File: config.mk
export PLATFORM = sky130hd
export DESIGN_NAME = hdbf_sqrt
export DESIGN_NICKNAME = d
export VERILOG_FILES = /design/src/design/hdbf_pkg.sv /design/src/design/hdbf_sqrt.sv
export SDC_FILE = /design/constraint.sdc
export NUM_CORES = 2
export LEC_CHECK = 0
export BUFFER_PORTS_ARGS = -buffer_cell sky130_fd_sc_hd__buf_2
export CORE_MARGIN = 1
export CORE_UTILIZATION = 45
export CTS_CLUSTER_SIZE = 30
export DETAILED_ROUTE_END_ITERATION = 10
export PLACE_DENSITY_LB_ADDON = 0.3
export SYNTH_ARGS = -nofsm -noshare
export SYNTH_HDL_FRONTEND = slang
export SYNTH_MEMORY_MAX_BITS = 65536
export SYNTH_SLANG_ARGS = --single-unit
export TNS_END_PERCENT = 50
File: constraint.sdc
create_clock -name i_clk -period 6.62 [get_ports i_clk]
set_input_delay 1.324 -clock i_clk [delete_from_list [all_inputs] [get_ports i_clk]]
set_output_delay 1.324 -clock i_clk [all_outputs]
set_load 0.01 [all_outputs]
File: src/design/hdbf_pkg.sv
`timescale 1ns / 1ps
`default_nettype none
package hdbf_pkg;

    // Data widths of the fixed-point datapath.
    localparam int DATA_W   = 32;
    localparam int FRAC_W   = 16;
    localparam int CFG_W    = 31;
    localparam int TINY_W   = 16;
    localparam int ORIENT_W = 18;
    localparam int RAND_W   = 16;

    // APB register file.
    localparam int ADDR_W = 5;
    localparam int APB_W  = 32;

    // Square root unit: one root bit per stage.
    localparam int SQRT_IN_W   = 64;
    localparam int SQRT_OUT_W  = 32;
    localparam int SQRT_REM_W  = SQRT_OUT_W + 2;
    localparam int SQRT_STAGES = SQRT_OUT_W;

    // Divider: quotient of a unit component never exceeds one in Q16.16.
    localparam int DIV_NUM_W  = 32;
    localparam int DIV_Q_W    = FRAC_W + 1;
    localparam int DIV_REM_W  = DIV_NUM_W + FRAC_W;
    localparam int DIV_STAGES = DIV_Q_W;

    // Pipeline depth.
    localparam int FRONT_STAGES = 2;
    localparam int POST_STAGES  = 4;
    localparam int FRONT_DEPTH  = FRONT_STAGES + SQRT_STAGES;
    localparam int LATENCY      = FRONT_DEPTH + DIV_STAGES + POST_STAGES;

    localparam logic [DATA_W-1:0] SAT_MAX = {1'b0, {(DATA_W-1){1'b1}}};
    localparam logic [DATA_W-1:0] SAT_MIN = {1'b1, {(DATA_W-1){1'b0}}};

    typedef enum logic [2:0] {
        REG_SPRING_K    = 3'd0,
        REG_BEND_K      = 3'd1,
        REG_REST_LENGTH = 3'd2,
        REG_CUTOFF      = 3'd3,
        REG_TINY        = 3'd4
    } t_reg_idx;

    typedef struct packed {
        logic [2:0][DATA_W-1:0]   dabs;
        logic [2:0][RAND_W-1:0]   rabs;
        logic [2:0]               dneg;
        logic [2:0]               rneg;
        logic [2:0][ORIENT_W-1:0] orient;
    } t_front;

    typedef struct packed {
        logic [2:0]               dneg;
        logic [2:0]               rneg;
        logic [2:0][ORIENT_W-1:0] orient;
        logic [DATA_W-1:0]        adr;
        logic                     dr_pos;
        logic                     beyond;
        logic                     force_en;
        logic                     use_rand;
        logic                     torque_en;
    } t_mid;

endpackage
`default_nettype wire

File: src/design/hdbf_sqrt.sv
`timescale 1ns / 1ps
`default_nettype none
module hdbf_sqrt (
    input  wire logic                             i_clk,
    input  wire logic                             i_ce,
    input  wire logic [hdbf_pkg::SQRT_IN_W-1:0]  i_radicand,
    output logic      [hdbf_pkg::SQRT_OUT_W-1:0] o_root
);
    import hdbf_pkg::*;

    logic [SQRT_REM_W-1:0] r_rem  [SQRT_STAGES];
    logic [SQRT_OUT_W-1:0] r_root [SQRT_STAGES];
    logic [SQRT_IN_W-1:0]  r_rest [SQRT_STAGES];
    logic [SQRT_REM_W-1:0] n_rem  [SQRT_STAGES];
    logic [SQRT_OUT_W-1:0] n_root [SQRT_STAGES];
    logic [SQRT_IN_W-1:0]  n_rest [SQRT_STAGES];

    // Digit-by-digit root: each stage brings down two radicand bits.
    for (genvar s = 0; s < SQRT_STAGES; s++) begin : g_stage
        logic [SQRT_REM_W-1:0] rem_in;
        logic [SQRT_OUT_W-1:0] root_in;
        logic [SQRT_IN_W-1:0]  rest_in;
        logic [SQRT_REM_W+1:0] rem_sh;
        logic [SQRT_REM_W+1:0] trial;
        logic                  ge;

        if (s == 0) begin : g_first
            assign rem_in  = '0;
            assign root_in = '0;
            assign rest_in = i_radicand;
        end else begin : g_next
            assign rem_in  = r_rem[s-1];
            assign root_in = r_root[s-1];
            assign rest_in = r_rest[s-1];
        end

        assign rem_sh = {rem_in, rest_in[SQRT_IN_W-1 -: 2]};
        assign trial  = {2'b00, root_in, 2'b01};
        assign ge     = (rem_sh >= trial);
        assign n_rem[s]  = ge ? SQRT_REM_W'(rem_sh - trial) : rem_sh[SQRT_REM_W-1:0];
        assign n_root[s] = {root_in[SQRT_OUT_W-2:0], ge};
        assign n_rest[s] = {rest_in[SQRT_IN_W-3:0], 2'b00};

        always_ff @(posedge i_clk) begin
            if (i_ce) begin
                r_rem[s]  <= n_rem[s];
                r_root[s] <= n_root[s];
                r_rest[s] <= n_rest[s];
            end
        end
    end

    assign o_root = r_root[SQRT_STAGES-1];

endmodule
`default_nettype wire

; After elaboration in Yosys (flattened, before gate mapping)
; Memory sizes are Yosys's and may differ from the RTL's.
; Cells that the tools add are included.
[totals]
n_memories = 3
in_bits = 66
word_cells = 101
reg_bits = 0
out_inout_bits = 32
ram_bits = 4096
[op_classes]
magnitude_cmp = 32
mux = 34
addsub = 32
[memory_table]
columns = memory, depth, width, read_ports, rd_clocked_by_memory_dff, write_ports, line_no
row1 = r_rest, 32, 62, 31, 0, 32, hdbf_sqrt.sv:13  ; logic [SQRT_IN_W-1:0] r_rest [SQRT_STAGES];
row2 = r_rem, 32, 34, 31, 0, 32, hdbf_sqrt.sv:11  ; logic [SQRT_REM_W-1:0] r_rem [SQRT_STAGES];
row3 = r_root, 32, 32, 32, 0, 32, hdbf_sqrt.sv:12  ; logic [SQRT_OUT_W-1:0] r_root [SQRT_STAGES];
[ops]
columns = cell, n
row1 = >= comparator 36 x 34 -> 1 bit, 31
row2 = 2-to-1 mux 34 bit, 32
row3 = subtractor 34 bit, 31
row4 = subtractor 2 x 1 -> 3 bit (second input constant), 1
row5 = >= comparator 2 x 1 -> 1 bit (second input constant), 1
row6 = 2-to-1 mux 1 bit, 2

; Depth between registers and ports, before layout
; An unclocked memory read counts as a cell.
[logic_depth]
depth_word = 3
mapped_depth = 14
ltp_nobuf = 12

; Worst setup path after synthesis
; Ideal clock, no wire load.
[synth_timing]
kind = register to register
startpoint = memory r_rem[28][0] in the netlist's numbering
endpoint = memory r_rem[29][25] in the netlist's numbering (data pin)
setup_ps = 269
required_time_ps = 6351
setup_slack_ps = 3250
arrival_ps = 3101
n_path_buf = 2
stages_incl_launch_ff = 12
period_less_slack_ps = 3370
cell_sequence = edfxtp_1 > ha_1 > nor2b_1 > o2111ai_1 > o2111a_1 > o41ai_1 > a2111oi_0 > o31ai_1 > a21oi_1 > buf_2 > clkbuf_1 > o21ai_0
[synth_lines]
columns = element, line_no
row1 = from (decl), hdbf_sqrt.sv:11

==> impl_results.md <==
- Dpl cell area: 123,000 µm²
- Post-route cell area: 132,000 µm²
- I/O pin count: 98
- Fillers: 22,100
- Final period util: 68.4%
- Grt ovf: 0
- RSZ-0062 raised after global routing: no
- Layout cells sized above 1: 7.34%
- Initial core utilization: 45.3%
- Hold buffers post-CTS: 0
- Main synth FF type: edfxtp_1
- Fmax: 0.221 GHz
- DRC viols: 0
- Area of the multi-input gates: 38,800 µm²
- Nets: 10,000
- Worst Path Required: 7.20 ns
- Setup_tns: 0 ns
- Count of final setup violators: 0
- Pint: 32.6 mW
- Final Util: 50.6%
- Num CTS Buffers: 278
- Post-synth EDFFs: 2,523
- P per Cell Area: 345 nW/µm²
- Global-route wire length before repair: 378 mm
- Die width: 514 µm
- Fin Clk Skew: 0.0473 ns
- Worst path top cell family by delay: simple AND/OR/NAND/NOR gates
- Routed met1 length: 105 mm
- Vias in the first global route: 69,900
- Buffers & Inverters on Critical Path: 1
- Synth Register Bits: 2,523
- Clock transition at path regs: 0.06 ns
- Row cnt: 187
- Core area: 260,000 µm²
- Wire per inst: 18.0 µm
- Lkg Pwr: 49.9 nW
- DRT antenna net count: 0
- Peak supply drop: 0.343 mV
- NetSw: 12.7 mW
- Relative slew slack: 13.0%
- Max Root-Sink Buffers: 4
- Worst slew pin tran: 1.30 ns
- Met2 routed WL: 115 mm
- Overall routed net length: 236 mm
- Clk pwr share: 32.7%
- Synth warn: 0
- Largest net degree at the start of global routing: 200
- Die Ht: 514 µm
- Max Cap Violations: 0
- Synthesized instance count: 9,149
- DR top layer: met4
- Resize count post-CTS: 0
- Port bufs: 97
- Root Buffer: clkbuf_16
- Outcome: complete, no violations
- Critical path's slowest cell: a21boi_2
- TritonCTS clock tree: done
- Gp weighted congestion: 0.901
- Crit-path cells: nor4_1, and2_1, nor4b_4, nand2_1, or3_1, nor2_1, a21boi_2, inv_1, nand4_1, xnor2_1
- Count leader, synth: edfxtp_1
- Fin Hold WS: 0.398 ns
- Syn nets: 9,777
- Cells after DPL: 12,600
- CP max FO: 26
- Hold Path Class: reg2reg
- Switching part of the total: 28.1%
- DR vias/cell: 5.38
- Max stage delay on crit path: 0.96 ns
- Pre-Repair DR Iteration Count: 8
- HPWL Detailed: 169 mm
- Distinct cells, synth: 102
- Seq pwr share: 47.4%
- Met3 WL: 11.7 mm
- Comb pwr share: 19.9%
- Synth top area share: 64.3%
- Syn Area/Cell: 12.9 µm²
- CP Class: reg2reg
- Layout area overhead: 11.6%
- Fraction of registers with async set or reset after synthesis: 0%
- Area leader, netlist: edfxtp_1
- Via Count: 70,700
- CP arrival: 5.11 ns
- DIE AREA: 264,000 µm²
- CP Capture Type: register
- Post-synth top cells: edfxtp_1, inv_1, nand2_1
- # clock sinks: 2,523
- Tmin final: 4.53 ns
- Final Max Slew Viols: 0
- Synth top area cells: edfxtp_1, ha_1, xnor2_1
- GRT Util Overall: 17.7%
- Cell area after synthesis: 118,000 µm²
- Skew-Pair Late Insertion Delay: 0.87 ns
- Fin cells: 13,100
- Htree depth: 5
- Seq. cell area: 75,800 µm²
- Register area share after synthesis: 64.3%
- Initial DRC count: 5,335
- Final Hold Vio Count: 0
- CP Launch Type: register
- Initial antenna violation count: 2
- Post-CTS setup buffers: 0
## metrics by stage
| stage | total power, mW | worst slack, ns |
|---|---|---|
| after global placement | 30.5 | 2.08 |
| after CTS | 45.8 | 2.14 |
| final | 45.3 | 2.09 |
| after detailed placement | 30.7 | 2.16 |
| after global routing | 47.7 | 1.66 |
| after floorplan | 27.9 | 3.25 |
## cells in the final DEF, fill, tap and decap left out, types with 101 or more instances in the layout
master / Yosys / routed
xor2_1: 401 / 401
nand4_1: 101 / 101
a21o_1: 243 / 243
edfxtp_1: 2523 / 2523
xnor2_1: 435 / 435
inv_1: 729 / 729
a21oi_1: 546 / 541
ha_1: 562 / 562
clkbuf_16: 0 / 288
nand3_1: 152 / 152
nor3_1: 206 / 206
nand2_1: 672 / 672
o21a_1: 104 / 104
o21ai_0: 498 / 498
nor2_1: 514 / 514
nor4_1: 137 / 137
## final timing paths
check | cells after the start | slack [ns] | endpoint | from
hold / removal | 0 | 0.40 | r_rest[8][36] | r_rest[7][34]
hold reg to reg | 0 | 0.40 | r_rest[8][36] | r_rest[7][34]
setup / recovery | 10 | 2.09 | r_rem[7][32] | r_rem[6][10]
setup reg to reg | 10 | 2.09 | r_rem[7][32] | r_rem[6][10]
## cell type report
class                      instances  area share [%]
sequential                      2523            57.6
multi-input combinational       5719            29.5
clock buffer                     345            5.64
tap                             3496            3.32
inverter                         733            2.09
clock inverter                   147           0.977
timing repair buffer             162           0.902
antenna                            2         0.00380
## routing by layer
metal | global-route usage [%] | vias to the layer above
li1 | - | 34500
met1 | 23.8 | 34300
met2 | 30.0 | 1521
met3 | 2.70 | 382
met4 | 4.79 | 0
met5 | 0 | -
## power groups by stage
stage	logic [mW]	clock network (mW)	registers, mW
2_1_floorplan	6.67	0	21.2
3_3_place_gp	8.71	0	21.8
3_5_place_dp	8.88	0	21.9
4_1_cts	8.94	15.3	21.5
5_1_grt	10.1	15.9	21.7
6_report	9.02	14.8	21.5
## cell families (layout without fill, tap and decap cells)
| family | count (synthesis) | count (layout) | share of synthesized area, % |
|---|---|---|---|
| adder cells (fa/ha/maj) | 562 | 562 | 5.97 |
| XOR/XNOR | 836 | 836 | 6.21 |
| other | 1 | 3 | 0.00318 |
| AND/OR/NAND/NOR | 2368 | 2368 | 10.0 |
| multiplexers | 67 | 67 | 0.628 |
| AO/OA/AOI/OAI | 1885 | 1885 | 10.0 |
| buffers and inverters | 907 | 1387 | 2.90 |
| flip-flops | 2523 | 2523 | 64.3 |
## flip-flops by register name, indices dropped and copies added (netlist names)
signal / flops
r_rest: 992
r_root: 528
r_rem: 1003
(Power assumes the default switching activity.)
