[src/design/hdbf_pkg.sv]
`timescale 1ns / 1ps
`default_nettype none
package hdbf_pkg;

    // Data widths of the fixed-point datapath.
    localparam int DATA_W   = 32;
    localparam int FRAC_W   = 16;
    localparam int CFG_W    = 31;
    localparam int TINY_W   = 16;
    localparam int ORIENT_W = 18;
    localparam int RAND_W   = 16;

    // APB register file.
    localparam int ADDR_W = 5;
    localparam int APB_W  = 32;

    // Square root unit: one root bit per stage.
    localparam int SQRT_IN_W   = 64;
    localparam int SQRT_OUT_W  = 32;
    localparam int SQRT_REM_W  = SQRT_OUT_W + 2;
    localparam int SQRT_STAGES = SQRT_OUT_W;

    // Divider: quotient of a unit component never exceeds one in Q16.16.
    localparam int DIV_NUM_W  = 32;
    localparam int DIV_Q_W    = FRAC_W + 1;
    localparam int DIV_REM_W  = DIV_NUM_W + FRAC_W;
    localparam int DIV_STAGES = DIV_Q_W;

    // Pipeline depth.
    localparam int FRONT_STAGES = 2;
    localparam int POST_STAGES  = 4;
    localparam int FRONT_DEPTH  = FRONT_STAGES + SQRT_STAGES;
    localparam int LATENCY      = FRONT_DEPTH + DIV_STAGES + POST_STAGES;

    localparam logic [DATA_W-1:0] SAT_MAX = {1'b0, {(DATA_W-1){1'b1}}};
    localparam logic [DATA_W-1:0] SAT_MIN = {1'b1, {(DATA_W-1){1'b0}}};

    typedef enum logic [2:0] {
        REG_SPRING_K    = 3'd0,
        REG_BEND_K      = 3'd1,
        REG_REST_LENGTH = 3'd2,
        REG_CUTOFF      = 3'd3,
        REG_TINY        = 3'd4
    } t_reg_idx;

    typedef struct packed {
        logic [2:0][DATA_W-1:0]   dabs;
        logic [2:0][RAND_W-1:0]   rabs;
        logic [2:0]               dneg;
        logic [2:0]               rneg;
        logic [2:0][ORIENT_W-1:0] orient;
    } t_front;

    typedef struct packed {
        logic [2:0]               dneg;
        logic [2:0]               rneg;
        logic [2:0][ORIENT_W-1:0] orient;
        logic [DATA_W-1:0]        adr;
        logic                     dr_pos;
        logic                     beyond;
        logic                     force_en;
        logic                     use_rand;
        logic                     torque_en;
    } t_mid;

endpackage
`default_nettype wire

[src/design/hdbf_div.sv]
`timescale 1ns / 1ps
`default_nettype none
module hdbf_div (
    input  wire logic                            i_clk,
    input  wire logic                            i_ce,
    input  wire logic [hdbf_pkg::DIV_NUM_W-1:0] i_num,
    input  wire logic [hdbf_pkg::DIV_NUM_W-1:0] i_den,
    output logic      [hdbf_pkg::DIV_Q_W-1:0]   o_quot
);
    import hdbf_pkg::*;

    logic [DIV_REM_W-1:0] r_rem  [DIV_STAGES];
    logic [DIV_NUM_W-1:0] r_den  [DIV_STAGES];
    logic [DIV_Q_W-1:0]   r_quot [DIV_STAGES];
    logic [DIV_REM_W-1:0] n_rem  [DIV_STAGES];
    logic [DIV_Q_W-1:0]   n_quot [DIV_STAGES];

    // Restoring division of num*2^16 by den, one quotient bit per stage,
    // most significant first. The quotient is known to fit DIV_Q_W bits.
    for (genvar s = 0; s < DIV_STAGES; s++) begin : g_stage
        localparam int K = DIV_Q_W - 1 - s;
        logic [DIV_REM_W-1:0] rem_in;
        logic [DIV_NUM_W-1:0] den_in;
        logic [DIV_Q_W-1:0]   quot_in;
        logic [DIV_REM_W:0]   den_sh;
        logic                 ge;

        if (s == 0) begin : g_first
            assign rem_in  = {i_num, {FRAC_W{1'b0}}};
            assign den_in  = i_den;
            assign quot_in = '0;
        end else begin : g_next
            assign rem_in  = r_rem[s-1];
            assign den_in  = r_den[s-1];
            assign quot_in = r_quot[s-1];
        end

        assign den_sh    = (DIV_REM_W+1)'(den_in) << K;
        assign ge        = ({1'b0, rem_in} >= den_sh);
        assign n_rem[s]  = ge ? DIV_REM_W'({1'b0, rem_in} - den_sh) : rem_in;
        assign n_quot[s] = {quot_in[DIV_Q_W-2:0], ge};

        always_ff @(posedge i_clk) begin
            if (i_ce) begin
                r_rem[s]  <= n_rem[s];
                r_den[s]  <= den_in;
                r_quot[s] <= n_quot[s];
            end
        end
    end

    assign o_quot = r_quot[DIV_STAGES-1];

endmodule
`default_nettype wire

[config.mk]
export PLATFORM = sky130hd
export DESIGN_NAME = hdbf_div
export DESIGN_NICKNAME = d
export VERILOG_FILES = /design/src/design/hdbf_pkg.sv /design/src/design/hdbf_div.sv
export SDC_FILE = /design/constraint.sdc
export NUM_CORES = 2
export LEC_CHECK = 0
export BUFFER_PORTS_ARGS = -buffer_cell sky130_fd_sc_hd__buf_2
export CORE_MARGIN = 4
export CORE_UTILIZATION = 55
export CTS_CLUSTER_SIZE = 24
export DETAILED_ROUTE_END_ITERATION = 16
export HOLD_SLACK_MARGIN = 0.03
export PLACE_DENSITY = 0.79
export SYNTH_ARGS = -nofsm -noshare
export SYNTH_HDL_FRONTEND = slang
export SYNTH_SLANG_ARGS = --single-unit
[constraint.sdc]
create_clock -name i_clk -period 8.1 [get_ports i_clk]
set_input_delay 1.62 -clock i_clk [delete_from_list [all_inputs] [get_ports i_clk]]
set_output_delay 1.62 -clock i_clk [all_outputs]
set_load 0.02 [all_outputs]
* Yosys cells after proc, flatten, opt, wreduce, memory -nomap -nowiden
Memory sizes are Yosys's and may differ from the RTL's.
Index checks and enable logic that the tools add are counted.
Widths: inputs -> output; s select.
** Cells by class
- $lt $le $gt $ge :: 17
- Multiplexer cells :: 19
- Add/subtract/negate cells :: 17
** Operators with widths (number)
- $mux 48 :: 17
- $ge 48x32->1 :: 1
- $ge 48x33->1 :: 1
- $ge 48x34->1 :: 1
- $ge 48x35->1 :: 1
- $ge 48x36->1 :: 1
- $ge 48x37->1 :: 1
- $ge 48x38->1 :: 1
- $ge 48x39->1 :: 1
- $ge 48x40->1 :: 1
- $ge 48x41->1 :: 1
- $ge 48x42->1 :: 1
- $ge 48x43->1 :: 1
- $ge 48x44->1 :: 1
- $ge 48x45->1 :: 1
- $ge 48x46->1 :: 1
- $ge 48x47->1 :: 1
- $ge 48x48->1 :: 1
- $sub 48x32->48 :: 1
- $sub 48x33->48 :: 1
- $sub 48x34->48 :: 1
- $sub 48x35->48 :: 1
- $sub 48x36->48 :: 1
- $sub 48x37->48 :: 1
- 12 further kinds :: 13
** Storage, ports and cells
- Bits in registers :: 0
- Memory bits (writable) :: 1649
- Output and inout bits :: 17
- Word-level logic and storage cells :: 56
- Memories :: 3
** Memory list
- r_rem :: words 17, width 48, rd ports 16, clocked after Yosys merged registers in 0, write ports 17, RTL line hdbf_div.sv:12 : logic [DIV_REM_W-1:0] r_rem [DIV_STAGES];
- r_den :: words 17, width 32, rd ports 16, clocked after Yosys merged registers in 0, write ports 17, RTL line hdbf_div.sv:13 : logic [DIV_NUM_W-1:0] r_den [DIV_STAGES];
- r_quot :: words 17, width 17, rd ports 17, clocked after Yosys merged registers in 0, write ports 17, RTL line hdbf_div.sv:14 : logic [DIV_Q_W-1:0] r_quot [DIV_STAGES];

* Longest topological paths before layout
An unclocked memory read counts as a cell.
- Word-level depth :: 3
- Mapped depth :: 15
- Mapped depth without buffers :: 13

* Worst setup path after synthesis
OpenSTA, ideal clock, no wires.
- Kind :: input -> register
- Start point :: in i_den[1] (netlist name)
- End point :: mem r_rem[0][45] (netlist name), data pin
- Data required time :: 7.832 ns
- Arrival :: 3.996 ns
- Setup slack :: 3.836 ns
- Cell stages on the path :: 12
- Setup time :: 0.268 ns
- Cells stage by stage :: inv_1 ha_1 nor2b_1 o31a_1 o311a_1 o22ai_2 o211ai_1 a2111oi_1 nor3_1 a31oi_1 xor2_1 o21ai_0
** RTL lines
- from (decl) :: RTL line hdbf_div.sv:7 : input wire logic [hdbf_pkg::DIV_NUM_W-1:0] i_den,
- to (decl) :: RTL line hdbf_div.sv:12

==> flow_summary_export.csv <==
group,metric,value,unit
clock_network,cts_tree,"yes",
synthesis,yosys_register_bits,1297,
worst_setup_path,crit_family,"compound AO/OA/AOI/OAI gates",
worst_setup_path,startpoint_type,"input pin",
die,dieWidth,381,µm
placed_design,portBuffers,82,
worst_setup_path,reg2reg_depth,13,
layout,area_growth,9.02,%
sta,setup_viol,0,
worst_setup_path,required,8.61,ns
worst_setup_path,rrSetupSlack,3.60,ns
clock_network,cts_setup_buffers,0,
die,die_area,0.145,mm²
clock_network,cts_root_buffer,"clkbuf_16",
clock_network,ctsHoldBuffers,0,
worst_setup_path,cp_max_fo,62,
global_routing,grt_max_degree,186,
global_routing,globalRoute.totalOverflow,0,
synthesis,synth_common_cells,"edfxtp_1, inv_1, nand2_1, o21ai_0, ha_1",
die,core_area,0.138,mm²
synthesis,ys.flop_type,"edfxtp_1",
sta,finalHoldViolCount,0,
worst_setup_path,cpMaxStageDelayCell,"nor3_1",
global_routing,antenna_found_initial,3,
synthesis,avgSynthCellArea,10.6,µm²
synthesis,netlist_top_cells_area,"edfxtp_1, ha_1, o21ai_0, a21oi_1, inv_1",
sta,rsz0062_at_grt,"false",
layout,final_util,60.5,%
status,status,"completed",
synthesis,async_flop_share,0,%
sta,fin_skew,0.0218,ns
clock_network,clockBufferDepth,3,
power,ir_drop,0.247,mV
power,powerDensity,358,mW/mm²
worst_setup_path,worstReg2RegEnd,"r_rem[0][333]$_DFFE_PP_",
worst_setup_path,worstPathArrival,5.18,ns
sta,max_slew.worst_pin.slew,1.12,ns
worst_setup_path,r2r-start,"r_rem[0][252]$_DFFE_PP_",
hold_path,hold_path_class,"reg2reg",
sta,timing.final.crit_share,57.7,%
placed_design,dp.final_hpwl,125000,µm
worst_setup_path,path_common_cell,"o21ai_1",
global_routing,grt_pass1_vias,54954,
synthesis,synth_largest_area_cell,"edfxtp_1",
synthesis,synth_edf_count,1297,
clock_network,htreeDepth,4,
synthesis,syn_inst,7195,
worst_setup_path,critPathBufInv,3,
hold_path,holdPathStages,0,
route,first_pass_iters,6,
sta,drv_slew,0,
layout,nets,7884,
worst_setup_path,path_class,"in2reg",
die,fp-row-count,136,
route,drtAntennaViolNets,0,
route,routed_wl,166000,µm
route,route.detailed.drc,0,
clock_network,cts.sinks,1297,
die,pin_count,83,
sta,fmax,214,MHz
synthesis,syn_nets,7820,
worst_setup_path,cp_num_cells,14,
synthesis,synth.most_common_cell,"edfxtp_1",
global_routing,grt_pass1_wl,269000,µm
hold_path,hold_start,"r_quot[0][69]$_DFFE_PP_",
synthesis,syn-cell-area,0.0764,mm²
worst_setup_path,critPathCaptureType,"flip-flop",
route,drt-initial-drc-count,3233,
clock_network,cts_buffers,144,
sta,fin_crit,4.67,ns
die,initial_core_util,55.5,%
die,die_height,381,µm
layout,nFillCells,10855,
layout,drive_gt1_share,6.30,%
worst_setup_path,max_stage_delay,0.45,ns
synthesis,synth.top_cell.area_share,51.0,%
synthesis,ys_warn_count,0,
global_routing,grt_usage,22.7,%
hold_path,min_to,"r_quot[0][87]$_DFFE_PP_",
worst_setup_path,cp_cell_sequence,"buf_2, inv_1, ha_1, fa_1, nor2b_1, o31ai_1, a21oi_1, o21ai_1, nor2_1, nor3_1, o21ai_1, o21ai_4, buf_4, mux2_2",
synthesis,synth_cell_types,107,
sta,relSlewSlack,24.3,%
route,vias_per_cell,5.85,
route,vias,53683,
clock_network,cts-resized-gates,0,
sta,setup_tns,0,ns
clock_network,clk_pin_slew,0.06,ns
route,wire_per_inst,18.1,µm
synthesis,synth.yosys.seq_area_share,51.0,%
placed_design,gp_congestion,0.981,
job,max_cap_viol_count,0,
clock_network,clk_latency,0.76,ns
power,p_leak,33.6,nW
## routing by layer
metal  track usage, %  part of all wire (%)
met3             2.86                   3.1
met5                0                     0
met4             13.5                   6.5
met1             21.3                    35
met2             46.1                    56
## sequential cells by signal, summed over array words and instances, names as in the netlist
register / count
r_rem: 632
r_quot: 153
r_den: 512
## layout by cell type, fill, tap and decap left out, types with 49 or more instances in the layout
master,netlist,final
a211oi_1,50,49
a21o_1,309,308
a21oi_1,539,537
a31oi_1,57,57
buf_2,44,81
clkbuf_16,0,147
edfxtp_1,1297,1297
ha_1,543,543
inv_1,691,691
mux2_2,50,50
nand2_1,631,631
nand2b_1,78,78
nand3_1,129,129
nand4_1,94,94
nor2_1,452,452
nor2b_1,65,65
nor3_1,110,109
nor4_1,51,49
o21a_1,74,74
o21ai_0,550,550
o21bai_1,73,73
o31ai_1,57,56
xnor2_1,289,289
xor2_1,261,261
## worst max-delay path by stage
| stage | from | slack, ns | to |
|---|---|---|---|
| finish | i_num[0] | 3.43 | r_rem[0][20]$_DFFE_PP_ |
| global route | i_num[0] | 3.25 | r_rem[0][20]$_DFFE_PP_ |
| CTS | i_num[0] | 3.49 | r_rem[0][20]$_DFFE_PP_ |
| detailed placement | i_num[0] | 2.65 | r_rem[0][20]$_DFFE_PP_ |
| global placement | i_num[2] | 2.72 | r_rem[0][20]$_DFFE_PP_ |
| floorplan | i_den[1] | 3.84 | r_rem[0][45]$_DFFE_PP_ |
## report_power, final
group          internal [mW]  switching [mW]
Clock                   3.71            2.61
Sequential              9.83           0.973
Combinational           5.32            7.38
## cell families (layout without fill, tap and decap cells)
kind of cell             after synthesis  in the layout  synth area share (%)
buffers and inverters                892           1075                  4.50
AO/OA/AOI/OAI                       1992           1992                  16.5
flip-flops                          1297           1297                  51.0
adder cells (fa/ha/maj)              559            559                  9.32
AND/OR/NAND/NOR                     1842           1842                  11.4
other                                  0              2                     0
XOR/XNOR                             550            550                  6.31
multiplexers                          63             63                 0.958
## metrics by stage
| step | setup slack (ns) | cell area (µm²) | total power [mW] | instances | hold WS [ns] |
|---|---|---|---|---|---|
| floorplan | 3.84 | 76400 | 20.3 | 7195 | 0.400 |
| global placement | 2.72 | 78700 | 23.0 | 8907 | 0.403 |
| detailed placement | 2.65 | 78700 | 23.4 | 8907 | 0.405 |
| CTS | 3.49 | 83300 | 29.8 | 9172 | 0.412 |
| global route | 3.25 | 83300 | 31.8 | 9172 | 0.415 |
| finish | 3.43 | 83300 | 29.8 | 9174 | 0.409 |
## final cells by class
| cell class | count | area [µm²] | share of cell area (%) |
|---|---|---|---|
| inverter | 694 | 2610 | 3.13 |
| timing repair buffer | 116 | 756 | 0.908 |
| antenna | 2 | 5.00 | 0.00601 |
| multi-input combinational | 5006 | 34100 | 41.0 |
| tap | 1794 | 2240 | 2.70 |
| clock inverter | 93 | 826 | 0.992 |
| clock buffer | 172 | 3770 | 4.53 |
| sequential | 1297 | 38900 | 46.8 |
Note: power is estimated with default switching activity, not from simulation.
